===== src/hw/rtl/ptagg_pkg.sv =====
// ----------------------------------------------------------------------------
// Power telemetry aggregator package
// Shared payload types, register indexes and constants of the aggregator.
// ----------------------------------------------------------------------------
package ptagg_pkg;

    // Field widths.
    localparam int TIME_W   = 40;
    localparam int UTIL_W   = 16;
    localparam int CNT_W    = 16;
    localparam int SUM_W    = 32;
    localparam int WORD_W   = 32;
    localparam int DICE_W   = 3;
    localparam int MINUTE_W = 35;

    // Shared divider geometry: dividend width and step counter width.
    localparam int DIV_W      = 32;
    localparam int DIV_STEP_W = 6;

    // Divider step count: one step per bit of the sum.
    localparam logic [DIV_STEP_W-1:0] AVG_STEPS = 6'd32;

    // Minute number by reciprocal multiplication:
    // minute = ((seconds >> 2) * MIN_RECIP) >> RECIP_SHIFT, exact for 40-bit times.
    // The multiply runs in two steps, high part of the constant first.
    localparam int TQ_W        = TIME_W - 2;
    localparam int RECIP_W     = 39;
    localparam int RECIP_LO_W  = 19;
    localparam int RECIP_HI_W  = RECIP_W - RECIP_LO_W;
    localparam int MUL_W       = TQ_W + RECIP_HI_W;
    localparam int PROD_W      = TQ_W + RECIP_W;
    localparam int RECIP_SHIFT = PROD_W - MINUTE_W;
    localparam logic [RECIP_W-1:0]    MIN_RECIP = 39'd293203100741;
    localparam logic [RECIP_HI_W-1:0] RECIP_HI  = MIN_RECIP[RECIP_W-1:RECIP_LO_W];
    localparam logic [RECIP_HI_W-1:0] RECIP_LO  = {1'b0, MIN_RECIP[RECIP_LO_W-1:0]};

    localparam logic [UTIL_W-1:0] SEC_PER_MIN = 16'd60;
    localparam logic [UTIL_W-1:0] UTIL_SAT    = 16'hFFFF;
    localparam logic [CNT_W-1:0]  CNT_SAT     = 16'hFFFF;
    localparam logic [SUM_W-1:0]  SUM_SAT     = 32'hFFFF_FFFF;

    // Configuration register indexes.
    localparam int CFG_IDX_W = 8;
    localparam logic [CFG_IDX_W-1:0] CFG_DICE_IN_USE    = 8'd0;
    localparam logic [CFG_IDX_W-1:0] CFG_MAX_VALID_BIPS = 8'd1;
    localparam logic [CFG_IDX_W-1:0] CFG_MIN_SAMPLES    = 8'd2;
    localparam int CFG_DATA_W = 16;

    // Configuration reset values.
    localparam logic [DICE_W-1:0] RST_DICE_IN_USE    = 3'd2;
    localparam logic [UTIL_W-1:0] RST_MAX_VALID_BIPS = 16'd10000;
    localparam logic [CNT_W-1:0]  RST_MIN_SAMPLES    = 16'd10;

    // One poll.
    typedef struct packed {
        logic [WORD_W-1:0] die0_word;
        logic [WORD_W-1:0] die1_word;
        logic [WORD_W-1:0] die2_word;
        logic [WORD_W-1:0] die3_word;
        logic              samples_valid;
        logic [TIME_W-1:0] time_seconds;
    } t_in;

    // One result.
    typedef struct packed {
        logic              stats_status;
        logic [UTIL_W-1:0] stats_min_bips;
        logic [UTIL_W-1:0] stats_max_bips;
        logic [UTIL_W-1:0] stats_avg_bips;
        logic [TIME_W-1:0] stats_time_seconds;
        logic              stats_updated;
        logic              sample_stored;
        logic              sample_rejected;
        logic              duplicate_seen;
    } t_out;

    // Per-poll sample outcome from the accumulator.
    typedef struct packed {
        logic dup;
        logic stored;
        logic rejected;
    } t_eval_flags;

endpackage


===== src/hw/rtl/ptagg_div.sv =====
// ----------------------------------------------------------------------------
// Shared restoring divider
// Produces one quotient bit per cycle for a 32-bit dividend and a 16-bit
// divisor; the number of steps is chosen per operation.
// ----------------------------------------------------------------------------
module ptagg_div (
    input  logic                             i_clk,
    input  logic                             i_rst_n,
    input  logic                             i_start,
    input  logic [ptagg_pkg::DIV_W-1:0]      i_dividend,
    input  logic [ptagg_pkg::UTIL_W-1:0]     i_divisor,
    input  logic [ptagg_pkg::DIV_STEP_W-1:0] i_steps,
    output logic                             o_done,
    output logic [ptagg_pkg::DIV_W-1:0]      o_quotient
);
    import ptagg_pkg::*;

    logic                  r_busy;
    logic                  r_done;
    logic [DIV_STEP_W-1:0] r_cnt;
    logic [DIV_W-1:0]      r_quo;
    logic [UTIL_W-1:0]     r_rem;
    logic [UTIL_W-1:0]     r_div;

    logic [UTIL_W:0]   w_trial;
    logic [UTIL_W:0]   w_diff;
    logic              w_ge;
    logic [UTIL_W-1:0] n_rem;

    // One restoring step: bring in the next dividend bit and try to subtract.
    always_comb begin
        w_trial = {r_rem, r_quo[DIV_W-1]};
        w_diff  = w_trial - {1'b0, r_div};
        w_ge    = (w_trial >= {1'b0, r_div});
        n_rem   = w_ge ? w_diff[UTIL_W-1:0] : w_trial[UTIL_W-1:0];
    end

    // Control and datapath registers.
    always_ff @(posedge i_clk) begin
        if (!i_rst_n) begin
            r_busy <= 1'b0;
            r_done <= 1'b0;
            r_cnt  <= '0;
        end else begin
            r_done <= 1'b0;
            if (i_start) begin
                r_busy <= 1'b1;
                r_cnt  <= i_steps;
                r_quo  <= i_dividend;
                r_rem  <= '0;
                r_div  <= i_divisor;
            end else if (r_busy) begin
                r_quo <= {r_quo[DIV_W-2:0], w_ge};
                r_rem <= n_rem;
                r_cnt <= r_cnt - 1'b1;
                if (r_cnt == DIV_STEP_W'(1)) begin
                    r_busy <= 1'b0;
                    r_done <= 1'b1;
                end
            end
        end
    end

    assign o_done     = r_done;
    assign o_quotient = r_quo;

endmodule


===== src/hw/rtl/ptagg_acc.sv =====
// ----------------------------------------------------------------------------
// Sample evaluator and minute accumulators
// Checks the die counters for a repeat, selects the largest utilization,
// applies the limit and keeps sum, count, minimum and maximum.
// ----------------------------------------------------------------------------
module ptagg_acc #(
    parameter int MAX_DICE = 4
) (
    input  logic                          i_clk,
    input  logic                          i_rst_n,
    input  logic                          i_eval,
    input  logic                          i_clear,
    input  ptagg_pkg::t_in                i_item,
    input  logic [ptagg_pkg::DICE_W-1:0]  i_dice_in_use,
    input  logic [ptagg_pkg::UTIL_W-1:0]  i_max_valid,
    output ptagg_pkg::t_eval_flags        o_flags,
    output logic [ptagg_pkg::SUM_W-1:0]   o_sum,
    output logic [ptagg_pkg::CNT_W-1:0]   o_count,
    output logic [ptagg_pkg::UTIL_W-1:0]  o_min,
    output logic [ptagg_pkg::UTIL_W-1:0]  o_max
);
    import ptagg_pkg::*;

    logic [UTIL_W-1:0] r_last [MAX_DICE];
    logic [SUM_W-1:0]  r_sum;
    logic [CNT_W-1:0]  r_count;
    logic [UTIL_W-1:0] r_min;
    logic [UTIL_W-1:0] r_max;
    t_eval_flags       r_flags;

    logic [WORD_W-1:0] w_word [4];
    logic [DICE_W-1:0] w_neff;
    logic [UTIL_W-1:0] w_largest;
    logic [SUM_W:0]    w_sum_wide;
    t_eval_flags       n_flags;

    assign w_word[0] = i_item.die0_word;
    assign w_word[1] = i_item.die1_word;
    assign w_word[2] = i_item.die2_word;
    assign w_word[3] = i_item.die3_word;

    // Examine the active dice: any repeated counter marks a duplicate poll.
    always_comb begin
        w_neff    = (i_dice_in_use > DICE_W'(MAX_DICE)) ? DICE_W'(MAX_DICE) : i_dice_in_use;
        n_flags   = '0;
        w_largest = '0;
        for (int d = 0; d < MAX_DICE; d++) begin
            if (i_item.samples_valid && (DICE_W'(d) < w_neff)) begin
                if (w_word[d][WORD_W-1:UTIL_W] == r_last[d]) begin
                    n_flags.dup = 1'b1;
                end else if (w_word[d][UTIL_W-1:0] > w_largest) begin
                    w_largest = w_word[d][UTIL_W-1:0];
                end
            end
        end
        n_flags.rejected = i_item.samples_valid && !n_flags.dup && (w_largest > i_max_valid);
        n_flags.stored   = i_item.samples_valid && !n_flags.dup && !n_flags.rejected;
        w_sum_wide       = {1'b0, r_sum} + {{(SUM_W-UTIL_W+1){1'b0}}, w_largest};
    end

    // Accumulators, saved counters and the outcome of the last evaluation.
    always_ff @(posedge i_clk) begin
        if (!i_rst_n) begin
            r_sum   <= '0;
            r_count <= '0;
            r_min   <= RST_MAX_VALID_BIPS;
            r_max   <= '0;
            r_flags <= '0;
            for (int d = 0; d < MAX_DICE; d++) begin
                r_last[d] <= '0;
            end
        end else if (i_clear) begin
            r_sum   <= '0;
            r_count <= '0;
            r_min   <= i_max_valid;
            r_max   <= '0;
        end else if (i_eval) begin
            r_flags <= n_flags;
            if (n_flags.stored) begin
                r_sum <= w_sum_wide[SUM_W] ? SUM_SAT : w_sum_wide[SUM_W-1:0];
                if (r_count != CNT_SAT) begin
                    r_count <= r_count + 1'b1;
                end
                if (w_largest < r_min) begin
                    r_min <= w_largest;
                end
                if (w_largest > r_max) begin
                    r_max <= w_largest;
                end
                for (int d = 0; d < MAX_DICE; d++) begin
                    if (DICE_W'(d) < w_neff) begin
                        r_last[d] <= w_word[d][WORD_W-1:UTIL_W];
                    end
                end
            end
        end
    end

    assign o_flags = r_flags;
    assign o_sum   = r_sum;
    assign o_count = r_count;
    assign o_min   = r_min;
    assign o_max   = r_max;

endmodule


===== src/hw/rtl/power_telemetry_aggregator_unit.sv =====
// ----------------------------------------------------------------------------
// Power telemetry aggregator
// Folds per-die utilization polls into per-minute min, max and average stats.
// ----------------------------------------------------------------------------
// Each accepted poll is evaluated and its minute number formed; a poll within
// the current minute goes straight to the output, and one that opens a new
// minute first publishes no-data or valid stats, running the divider for valid
// stats from a nonzero sample count. The minute number comes from a reciprocal
// multiplication done in two steps, and the average from one shared restoring
// divider that yields one quotient bit per cycle over 32 steps. The input
// channel stalls while a poll is in progress; the finished result sits in an
// output register, so the next poll may be taken while it waits. A result that
// cannot leave because the previous one is still stalled holds the sequencer
// until the output register frees. Configuration writes are always ready.
// ----------------------------------------------------------------------------
module power_telemetry_aggregator_unit #(
    parameter int MAX_DICE = 4
) (
    input  logic                                i_clk,
    input  logic                                i_rst_n,
    input  logic                                i_in_valid,
    output logic                                o_in_stall,
    input  ptagg_pkg::t_in                      i_in,
    output logic                                o_out_valid,
    input  logic                                i_out_stall,
    output ptagg_pkg::t_out                     o_out,
    input  logic                                i_cfg_valid,
    output logic                                o_cfg_ready,
    input  logic [ptagg_pkg::CFG_IDX_W-1:0]     i_cfg_index,
    input  logic [ptagg_pkg::CFG_DATA_W-1:0]    i_cfg_data
);
    import ptagg_pkg::*;

    // Sequencer states.
    localparam logic [2:0] S_IDLE   = 3'd0;
    localparam logic [2:0] S_EVAL   = 3'd1;
    localparam logic [2:0] S_MUL    = 3'd2;
    localparam logic [2:0] S_MINUTE = 3'd3;
    localparam logic [2:0] S_AVG    = 3'd4;
    localparam logic [2:0] S_PUB    = 3'd5;
    localparam logic [2:0] S_DONE   = 3'd6;

    logic [2:0]          r_state;
    t_in                 r_item;
    logic [DICE_W-1:0]   r_dice_in_use;
    logic [UTIL_W-1:0]   r_max_valid;
    logic [CNT_W-1:0]    r_min_samples;
    logic [PROD_W-1:0]   r_prod;
    logic                r_updated;
    logic                r_pub_status;
    logic [UTIL_W-1:0]   r_pub_min;
    logic [UTIL_W-1:0]   r_pub_max;
    logic [UTIL_W-1:0]   r_pub_avg;
    logic [TIME_W-1:0]   r_pub_time;
    logic [MINUTE_W-1:0] r_pub_minute;
    logic                r_out_valid;
    t_out                r_out;

    logic                  w_acc_eval;
    logic                  w_acc_clear;
    t_eval_flags           w_flags;
    logic [SUM_W-1:0]      w_sum;
    logic [CNT_W-1:0]      w_count;
    logic [UTIL_W-1:0]     w_min;
    logic [UTIL_W-1:0]     w_max;
    logic                  w_div_start;
    logic [DIV_W-1:0]      w_div_dividend;
    logic [UTIL_W-1:0]     w_div_divisor;
    logic [DIV_STEP_W-1:0] w_div_steps;
    logic                  w_div_done;
    logic [DIV_W-1:0]      w_div_quo;
    logic                  w_enough;
    logic [UTIL_W-1:0]     w_avg_clip;
    logic                  w_out_free;
    logic                  w_out_load;
    logic [TQ_W-1:0]       w_tq;
    logic [RECIP_HI_W-1:0] w_mul_k;
    logic [MUL_W-1:0]      w_mul;
    logic [MINUTE_W-1:0]   w_minute;
    logic                  w_new_minute;

    assign o_in_stall  = (r_state != S_IDLE);
    assign o_cfg_ready = 1'b1;
    assign o_out_valid = r_out_valid;
    assign o_out       = r_out;
    assign w_out_free  = !r_out_valid || !i_out_stall;
    assign w_out_load  = (r_state == S_DONE) && w_out_free;

    // Accumulators and sample evaluation.
    ptagg_acc #(
        .MAX_DICE (MAX_DICE)
    ) u_acc (
        .i_clk         (i_clk),
        .i_rst_n       (i_rst_n),
        .i_eval        (w_acc_eval),
        .i_clear       (w_acc_clear),
        .i_item        (r_item),
        .i_dice_in_use (r_dice_in_use),
        .i_max_valid   (r_max_valid),
        .o_flags       (w_flags),
        .o_sum         (w_sum),
        .o_count       (w_count),
        .o_min         (w_min),
        .o_max         (w_max)
    );

    // Shared divider for the average.
    ptagg_div u_div (
        .i_clk      (i_clk),
        .i_rst_n    (i_rst_n),
        .i_start    (w_div_start),
        .i_dividend (w_div_dividend),
        .i_divisor  (w_div_divisor),
        .i_steps    (w_div_steps),
        .o_done     (w_div_done),
        .o_quotient (w_div_quo)
    );

    // Minute multiplier, sequencer strobes and divider operands.
    always_comb begin
        w_tq           = r_item.time_seconds[TIME_W-1:TIME_W-TQ_W];
        w_mul_k        = (r_state == S_EVAL) ? RECIP_HI : RECIP_LO;
        w_mul          = {{RECIP_HI_W{1'b0}}, w_tq} * {{TQ_W{1'b0}}, w_mul_k};
        w_minute       = r_prod[PROD_W-1:RECIP_SHIFT];
        w_new_minute   = (w_minute != r_pub_minute);
        w_enough       = (w_count >= r_min_samples);
        w_avg_clip     = (w_div_quo[SUM_W-1:UTIL_W] != '0) ? UTIL_SAT : w_div_quo[UTIL_W-1:0];
        w_acc_eval     = (r_state == S_EVAL);
        w_acc_clear    = (r_state == S_PUB);
        w_div_start    = (r_state == S_MINUTE) && w_new_minute && w_enough &&
                         (w_count != '0);
        w_div_dividend = w_sum;
        w_div_divisor  = w_count;
        w_div_steps    = AVG_STEPS;
    end

    // Configuration registers.
    always_ff @(posedge i_clk) begin
        if (!i_rst_n) begin
            r_dice_in_use <= RST_DICE_IN_USE;
            r_max_valid   <= RST_MAX_VALID_BIPS;
            r_min_samples <= RST_MIN_SAMPLES;
        end else if (i_cfg_valid && o_cfg_ready) begin
            case (i_cfg_index)
                CFG_DICE_IN_USE:    r_dice_in_use <= i_cfg_data[DICE_W-1:0];
                CFG_MAX_VALID_BIPS: r_max_valid   <= i_cfg_data[UTIL_W-1:0];
                CFG_MIN_SAMPLES:    r_min_samples <= i_cfg_data[CNT_W-1:0];
                default: ;
            endcase
        end
    end

    // Poll sequencer, published stats and output register.
    always_ff @(posedge i_clk) begin
        if (!i_rst_n) begin
            r_state      <= S_IDLE;
            r_updated    <= 1'b0;
            r_pub_status <= 1'b0;
            r_pub_min    <= '0;
            r_pub_max    <= '0;
            r_pub_avg    <= '0;
            r_pub_time   <= '0;
            r_pub_minute <= '0;
            r_out_valid  <= 1'b0;
        end else begin
            if (w_out_load) begin
                r_out_valid <= 1'b1;
            end else if (r_out_valid && !i_out_stall) begin
                r_out_valid <= 1'b0;
            end
            case (r_state)
                S_IDLE: begin
                    if (i_in_valid) begin
                        r_item  <= i_in;
                        r_state <= S_EVAL;
                    end
                end
                S_EVAL: begin
                    // High part of the reciprocal product.
                    r_prod  <= {{(PROD_W-MUL_W){1'b0}}, w_mul};
                    r_state <= S_MUL;
                end
                S_MUL: begin
                    // Low part completes the product; the minute is its top bits.
                    r_prod  <= {r_prod[MUL_W-1:0], {RECIP_LO_W{1'b0}}} +
                               {{(PROD_W-MUL_W){1'b0}}, w_mul};
                    r_state <= S_MINUTE;
                end
                S_MINUTE: begin
                    if (!w_new_minute) begin
                        r_updated <= 1'b0;
                        r_state   <= S_DONE;
                    end else begin
                        r_updated <= 1'b1;
                        r_state   <= (w_enough && (w_count != '0)) ? S_AVG : S_PUB;
                    end
                end
                S_AVG: begin
                    if (w_div_done) begin
                        r_state <= S_PUB;
                    end
                end
                S_PUB: begin
                    // Publish this minute's stats; the accumulators clear now.
                    r_pub_status <= w_enough;
                    r_pub_min    <= w_enough ? w_min : '0;
                    r_pub_max    <= w_enough ? w_max : '0;
                    r_pub_avg    <= (w_enough && (w_count != '0)) ? w_avg_clip : '0;
                    r_pub_time   <= r_item.time_seconds;
                    r_pub_minute <= w_minute;
                    r_state      <= S_DONE;
                end
                S_DONE: begin
                    if (w_out_free) begin
                        r_out.stats_status       <= r_pub_status;
                        r_out.stats_min_bips     <= r_pub_min;
                        r_out.stats_max_bips     <= r_pub_max;
                        r_out.stats_avg_bips     <= r_pub_avg;
                        r_out.stats_time_seconds <= r_pub_time;
                        r_out.stats_updated      <= r_updated;
                        r_out.sample_stored      <= w_flags.stored;
                        r_out.sample_rejected    <= w_flags.rejected;
                        r_out.duplicate_seen     <= w_flags.dup;
                        r_state                  <= S_IDLE;
                    end
                end
                default: begin
                    r_state <= S_IDLE;
                end
            endcase
        end
    end

endmodule

===== config.mk =====
export PLATFORM = sky130hd
export DESIGN_NAME = power_telemetry_aggregator_unit
export DESIGN_NICKNAME = d
export VERILOG_FILES = /design/src/hw/rtl/ptagg_pkg.sv /design/src/hw/rtl/ptagg_div.sv /design/src/hw/rtl/ptagg_acc.sv /design/src/hw/rtl/power_telemetry_aggregator_unit.sv
export SDC_FILE = /design/constraint.sdc
export NUM_CORES = 2
export LEC_CHECK = 0
export BUFFER_PORTS_ARGS = -buffer_cell sky130_fd_sc_hd__buf_2
export CORE_MARGIN = 2
export CORE_UTILIZATION = 55
export CTS_CLUSTER_DIAMETER = 80
export DETAILED_ROUTE_END_ITERATION = 6
export PLACE_DENSITY = 0.75
export REMOVE_ABC_BUFFERS = 1
export SLEW_MARGIN = 20
export SYNTH_ARGS = -nofsm -noshare
export SYNTH_HDL_FRONTEND = slang
export SYNTH_SLANG_ARGS = --single-unit

===== constraint.sdc =====
create_clock -name i_clk -period 13.2 [get_ports i_clk]
set_input_delay 2.64 -clock i_clk [delete_from_list [all_inputs] [get_ports i_clk]]
set_output_delay 2.64 -clock i_clk [all_outputs]
set_load 0.1 [all_outputs]

---- Word level (Yosys, flattened, before mapping) ----
Memory sizes are Yosys's and may differ from the RTL's.
Index checks and enable logic that the tools add are counted.
word-level totals
  register bits after elaboration ......... 658
  memories kept ........................... 1
  output and inout port bits .............. 96
  word-level logic and storage cells ...... 214
  bits in writable memories ............... 64
  input port bits ......................... 198
cells by class
  multiplexer cells ....................... 80
  order comparisons ....................... 14
  bitwise logic cells ..................... 7
  $mul .................................... 1
  eq/ne operators ......................... 18
  reductions and logical operators ........ 46
  add/subtract/negate cells ............... 5
memory list
  name          depth  bits a word  rd ports  clocked after Yosys merged registers in  wr ports  RTL line         text
  u_acc.r_last  4      16           4         0                                        4         ptagg_acc.sv:24  logic [UTIL_W-1:0] r_last [MAX_DICE];
operators with widths
  operator                 number
  $mux W16                 26
  $pmux W77 S2             1
  $mux W32                 3
  $gt A16 B16 Y1           5
  $add A77 B58 Y77         1
  $eq A16 B16 Y1           4
  $mul A38 B20 Y58         1
  $mux W1                  41
  $ne A35 B35 Y1           1
  $add A32 B16 Y33         1
  $reduce_bool A16 Y1      2
  $pmux W3 S7              1
  $mux W20                 1
  $reduce_and A3 Y1        6
  $ge A17 B16 Y1           1
  $add A16 B1 Y16 const B  1
  $ge A16 B16 Y1           1
  $gt A16 B1 Y1 const B    1
  $lt A16 B16 Y1           1
  $ne A16 B16 Y1 const B   1
  $reduce_and A2 Y1        8
  $sub A16 B16 Y16         1
  $logic_and A1 B1 Y1      13
  $mux W3                  4
  24 further kinds         45

---- Longest topological paths before layout ----
  depth after elaboration ................. 27
  gate-level depth with buffers ........... 52
  gate-level depth less buffers ........... 47

---- By module ----
From an unflattened synthesis, not the netlist that was laid out.
second synthesis, totals
  cell total of the unflattened synthesis .. 4675
  area, all modules ....................... 48479.0 µm²
by module, submodules not included
  module                           area each (µm²)  instances  cells an instance
  power_telemetry_aggregator_unit  34210.3          1          3199
  ptagg_acc                        10292.4          1          1142
  ptagg_div                        3976.3           1          334

---- Worst setup path before layout ----
Ideal clock, no wire load.
  path kind ............................... in2reg
  from .................................... input port i_rst_n
  to ...................................... register r_item[0] in the netlist's numbering (enable)
  path slack .............................. 1.646 ns
  setup time .............................. 0.700 ns
  stages .................................. 6
  data required time ...................... 12.500 ns
  arrival ................................. 10.854 ns
  cell sequence ........................... clkbuf_1 -> clkbuf_1 -> clkbuf_1 -> buf_1 -> nand2_1 -> nor2_1
between the ends
  word-level cells in the longest chain between the ends .. 1
ends and longest elaborated chain
  what                         RTL line                                text
  start, declared              power_telemetry_aggregator_unit.sv:20   input logic i_rst_n,
  $reduce_and A3 Y1 (no line)  n/a
  end signal, assigned         power_telemetry_aggregator_unit.sv:174  r_item <= i_in;
  end, declared                power_telemetry_aggregator_unit.sv:44   t_in r_item;
No other way between the ends.
A chain may end at the register's enable or synchronous reset.

---- Worst setup path after layout ----
  from .................................... register r_item[161] in the netlist's numbering
  to ...................................... register u_acc.r_sum[28] (netlist: u_acc.o_sum[28])
between the ends
  word-level cells in the longest chain between the ends .. 20
ends and longest elaborated chain
  what                         RTL line         text
  $eq A16 B16 Y1 (*)           ptagg_acc.sv:49  if (w_word[d][WORD_W-1:UTIL_W] == r_last[d]) begin
  $mux W16 (*)                 ptagg_acc.sv:49
  $mux W16 (*)                 ptagg_acc.sv:48  if (i_item.samples_valid && (DICE_W'(d) < w_neff)) begin
  $gt A16 B16 Y1               ptagg_acc.sv:51  end else if (w_word[d][UTIL_W-1:0] > w_largest) begin
  $mux W16                     ptagg_acc.sv:51
  $mux W16                     ptagg_acc.sv:49
  $mux W16 (*)                 ptagg_acc.sv:48
  $gt A16 B16 Y1               ptagg_acc.sv:51
  [... 5 more ...]             n/a
  $mux W16                     ptagg_acc.sv:49
  $mux W16 (*)                 ptagg_acc.sv:48
  via u_acc.w_largest[0]       ptagg_acc.sv:33  logic [UTIL_W-1:0] w_largest;
  $gt A16 B16 Y1               ptagg_acc.sv:56  n_flags.rejected = i_item.samples_valid && !n_flags.dup && (w_largest > i_max_valid);
  $logic_and A1 B1 Y1          ptagg_acc.sv:56
  $logic_not A1 Y1             ptagg_acc.sv:57  n_flags.stored = i_item.samples_valid && !n_flags.dup && !n_flags.rejected;
  $logic_and A1 B1 Y1          ptagg_acc.sv:57
  $reduce_and A2 Y1 (no line)  n/a
  end signal, assigned         ptagg_acc.sv:80  r_sum <= w_sum_wide[SUM_W] ? SUM_SAT : w_sum_wide[SUM_W-1:0];
  end, declared                ptagg_acc.sv:25  logic [SUM_W-1:0] r_sum;
Mark *: on every way through the listed nets, which the timed path passes. The rest lies on a longest branch.

==> flow_metrics.env <==
export IMPL_ys_ff_latch=722
export IMPL_critPathBufInv=3
export IMPL_outcome="complete, no violations"
export IMPL_die_w_microns=298
export IMPL_grt_usage_pct=25.9
export IMPL_netlist_area_sq_um=47500
export IMPL_grt_pass1_wl_microns=181000
export IMPL_cts_root_buf="clkbuf_16"
export IMPL_coreArea_sq_um=85400
export IMPL_use_met1_pct=35.2
export IMPL_drt_pass1_iter_count=6
export IMPL_ant_nets=0
export IMPL_arrival_ps=12370
export IMPL_drive_gt1_share_pct=11.9
export IMPL_grt_pass1_vias=33300
export IMPL_critPathKind="reg2reg"
export IMPL_hold_class="reg2reg"
export IMPL_drtIter0Drc=2416
export IMPL_synth_distinct_cells=93
export IMPL_end_kind="flop"
export IMPL_hpwl_microns=89200
export IMPL_wirelength_microns=114000
export IMPL_num_vias=33000
export IMPL_tns_ps=0
export IMPL_gp_congestion=0.929
export IMPL_setup_violations=0
export IMPL_cpMaxStageDelayCell="o31a_1"
export IMPL_ys_flop_type="edfxtp_1"
export IMPL_yosysMostFrequentCell="inv_1"
export IMPL_ys_async_sr_fraction_pct=0
export IMPL_rsz0062_at_grt="false"
export IMPL_ios=294
export IMPL_yosysTopAreaCell="edfxtp_1"
export IMPL_portBuffers=292
export IMPL_clock_sinks=722
export IMPL_overflow=0
export IMPL_postCtsSetupBuffers=0
export IMPL_fin_crit_sh_pct=89.5
export IMPL_die_h_microns=298
export IMPL_synth_common_cells="inv_1, edfxtp_1, ha_1"
export IMPL_wire_per_inst_microns=18.7
export IMPL_use_met3_pct=5.13
export IMPL_hold_viol_final=0
export IMPL_grt_busiest_layer="met2"
export IMPL_drv_slew=0
export IMPL_dieArea_sq_um=88800
export IMPL_synth_area_leaders="edfxtp_1, fa_1, ha_1"
export IMPL_r2r_slack_ps=1380
export IMPL_drv_cap=0
export IMPL_tightest_slew_ps=1130
export IMPL_grtUsageMet2_pct=41.8
export IMPL_cts_tree="yes"
export IMPL_synth_enable_flop_cells=467
export IMPL_placementRows=107
export IMPL_cp_slowest_stage_delay_ps=700
export IMPL_max_freq_ghz=0.0846
export IMPL_holdWs_ps=429
export IMPL_crit_required_ps=13750
export IMPL_yosysSeqAreaShare_pct=40.3
export IMPL_finClkSkew_ps=35.9
export IMPL_setup_worst_path_start_class="flop"
export IMPL_grt_max_degree=85
export IMPL_relSlewSlack_pct=23.9
export IMPL_critPathMaxFanout=30
export IMPL_yosys_warnings=0
export IMPL_critical_path_most_common_cell="ha_1"
export IMPL_syn_inst=4462
export IMPL_htree_levels=3
export IMPL_antenna_found_initial=10
export IMPL_period_minus_slack_ps=11820
export IMPL_initial_core_util_pct=55.6
export IMPL_critPathTopFamily="simple AND/OR/NAND/NOR gates"
export IMPL_synth_top_area_share_pct=29.5
export IMPL_insertion_delay_ps=680
export IMPL_clk_pin_slew_ps=60
export IMPL_viasPerCell=5.40
export IMPL_syn2layout_area_growth_pct=12.6
export IMPL_cts_buffer_depth=3
export IMPL_nets=5846
export IMPL_cts_made_buffers=78
export IMPL_drc=0
export IMPL_syn_avg_cell_area_sq_um=10.6
export IMPL_fill_cells=6934
## cell usage in the layout, fill, tap and decap left out, types with 10 or more instances in the layout
cell type,Yosys,layout
fa_1,306,306
a22oi_1,10,10
clkbuf_16,0,80
xnor2_1,136,136
nand2b_1,40,39
o21ai_0,173,171
a31oi_1,19,18
xor2_1,104,104
nand3_1,31,31
buf_2,11,291
a21oi_1,165,164
o21bai_1,19,18
inv_1,616,616
and3_1,39,39
a211oi_1,23,23
a41o_1,10,10
a21boi_0,111,110
nand4_1,48,48
nor4_1,27,25
edfxtp_1,467,467
nand2_1,431,429
and2_1,154,152
ha_1,435,435
and4_1,13,13
a21o_1,93,93
mux2_2,40,40
conb_1,2,151
o21a_1,33,32
clkbuf_8,0,10
nor2b_1,31,30
dfxtp_1,255,255
mux2i_1,54,54
a22o_1,34,34
buf_4,1,44
or2_2,48,48
or3_1,20,20
nor2_1,188,183
clkbuf_1,96,25
nor3_1,33,33
o211ai_1,22,22
## metal layers
metal,vias to the layer above,part of all wire [%],routed length [microns]
met5,-,0.080,92
met4,14,2.9,3290
met1,15900,44,50400
met2,915,46,53000
li1,16000,-,-
met3,194,6.6,7560
## what timing repair did
| item | in CTS | in global routing |
|---|---|---|
| hold buffers | 0 | 0 |
| endpoints found under the hold margin | 0 | 0 |
| endpoints found under the setup margin | 0 | 207 |
| gates resized for setup | 0 | 4 |
## layout make-up
class,instances,area [sq um],area share [%]
multi-input combinational,3153,26200,49.0
sequential,722,19100,35.7
inverter,617,2320,4.33
clock buffer,115,2230,4.17
timing repair buffer,335,1790,3.34
tap,1144,1430,2.67
clock inverter,30,380,0.711
antenna,2,5.00,0.00935
## final timing paths
| check | cells after the start | startpoint | to |
|---|---|---|---|
| worst max-delay path | 46 | r_item[161]$_DFFE_PP_ | u_acc.o_sum[28]$_SDFFE_PP0P_ |
| worst min-delay path | 0 | r_pub_time[21]$_SDFFE_PN0P_ | o_out[25]$_DFFE_PP_ |
| worst max register to register | 46 | r_item[161]$_DFFE_PP_ | u_acc.o_sum[28]$_SDFFE_PP0P_ |
| worst min register to register | 0 | r_pub_time[21]$_SDFFE_PN0P_ | o_out[25]$_DFFE_PP_ |
## sequential cells by signal (all words and copies together), names as in the netlist, 32 cells and up
register          count
u_acc.o_sum          32
u_acc.r_last         64
o_out                93
r_prod               77
r_item              169
r_pub_minute         35
u_div.o_quotient     32
r_pub_time           40
## through the flow
stage | area [sq um] | instances | setup slack [ps] | utilization [%]
finish | 53500 | 6118 | 1380 | 62.7
global route | 53500 | 6117 | 7.35 | 62.7
CTS | 53500 | 6116 | 560 | 62.6
detailed placement | 50900 | 5971 | 644 | 59.6
global placement | 50900 | 5971 | 1160 | 59.6
floorplan | 47600 | 4492 | 1830 | -
## logic make-up (layout without fill, tap and decap cells)
group | count (synthesis) | count (layout) | share of synthesized area, %
simple gates | 1132 | 1132 | 11.7
mux | 94 | 94 | 2.09
fa+ha+maj | 741 | 741 | 24.3
buf+inv | 736 | 1097 | 5.92
other cells | 2 | 153 | 0.0158
compound gates | 795 | 795 | 11.3
flops | 722 | 722 | 40.3
xor+xnor | 240 | 240 | 4.42
Power is not shown: default switching activity piles up to over one toggle a cycle in this logic, so the estimate is an artifact.
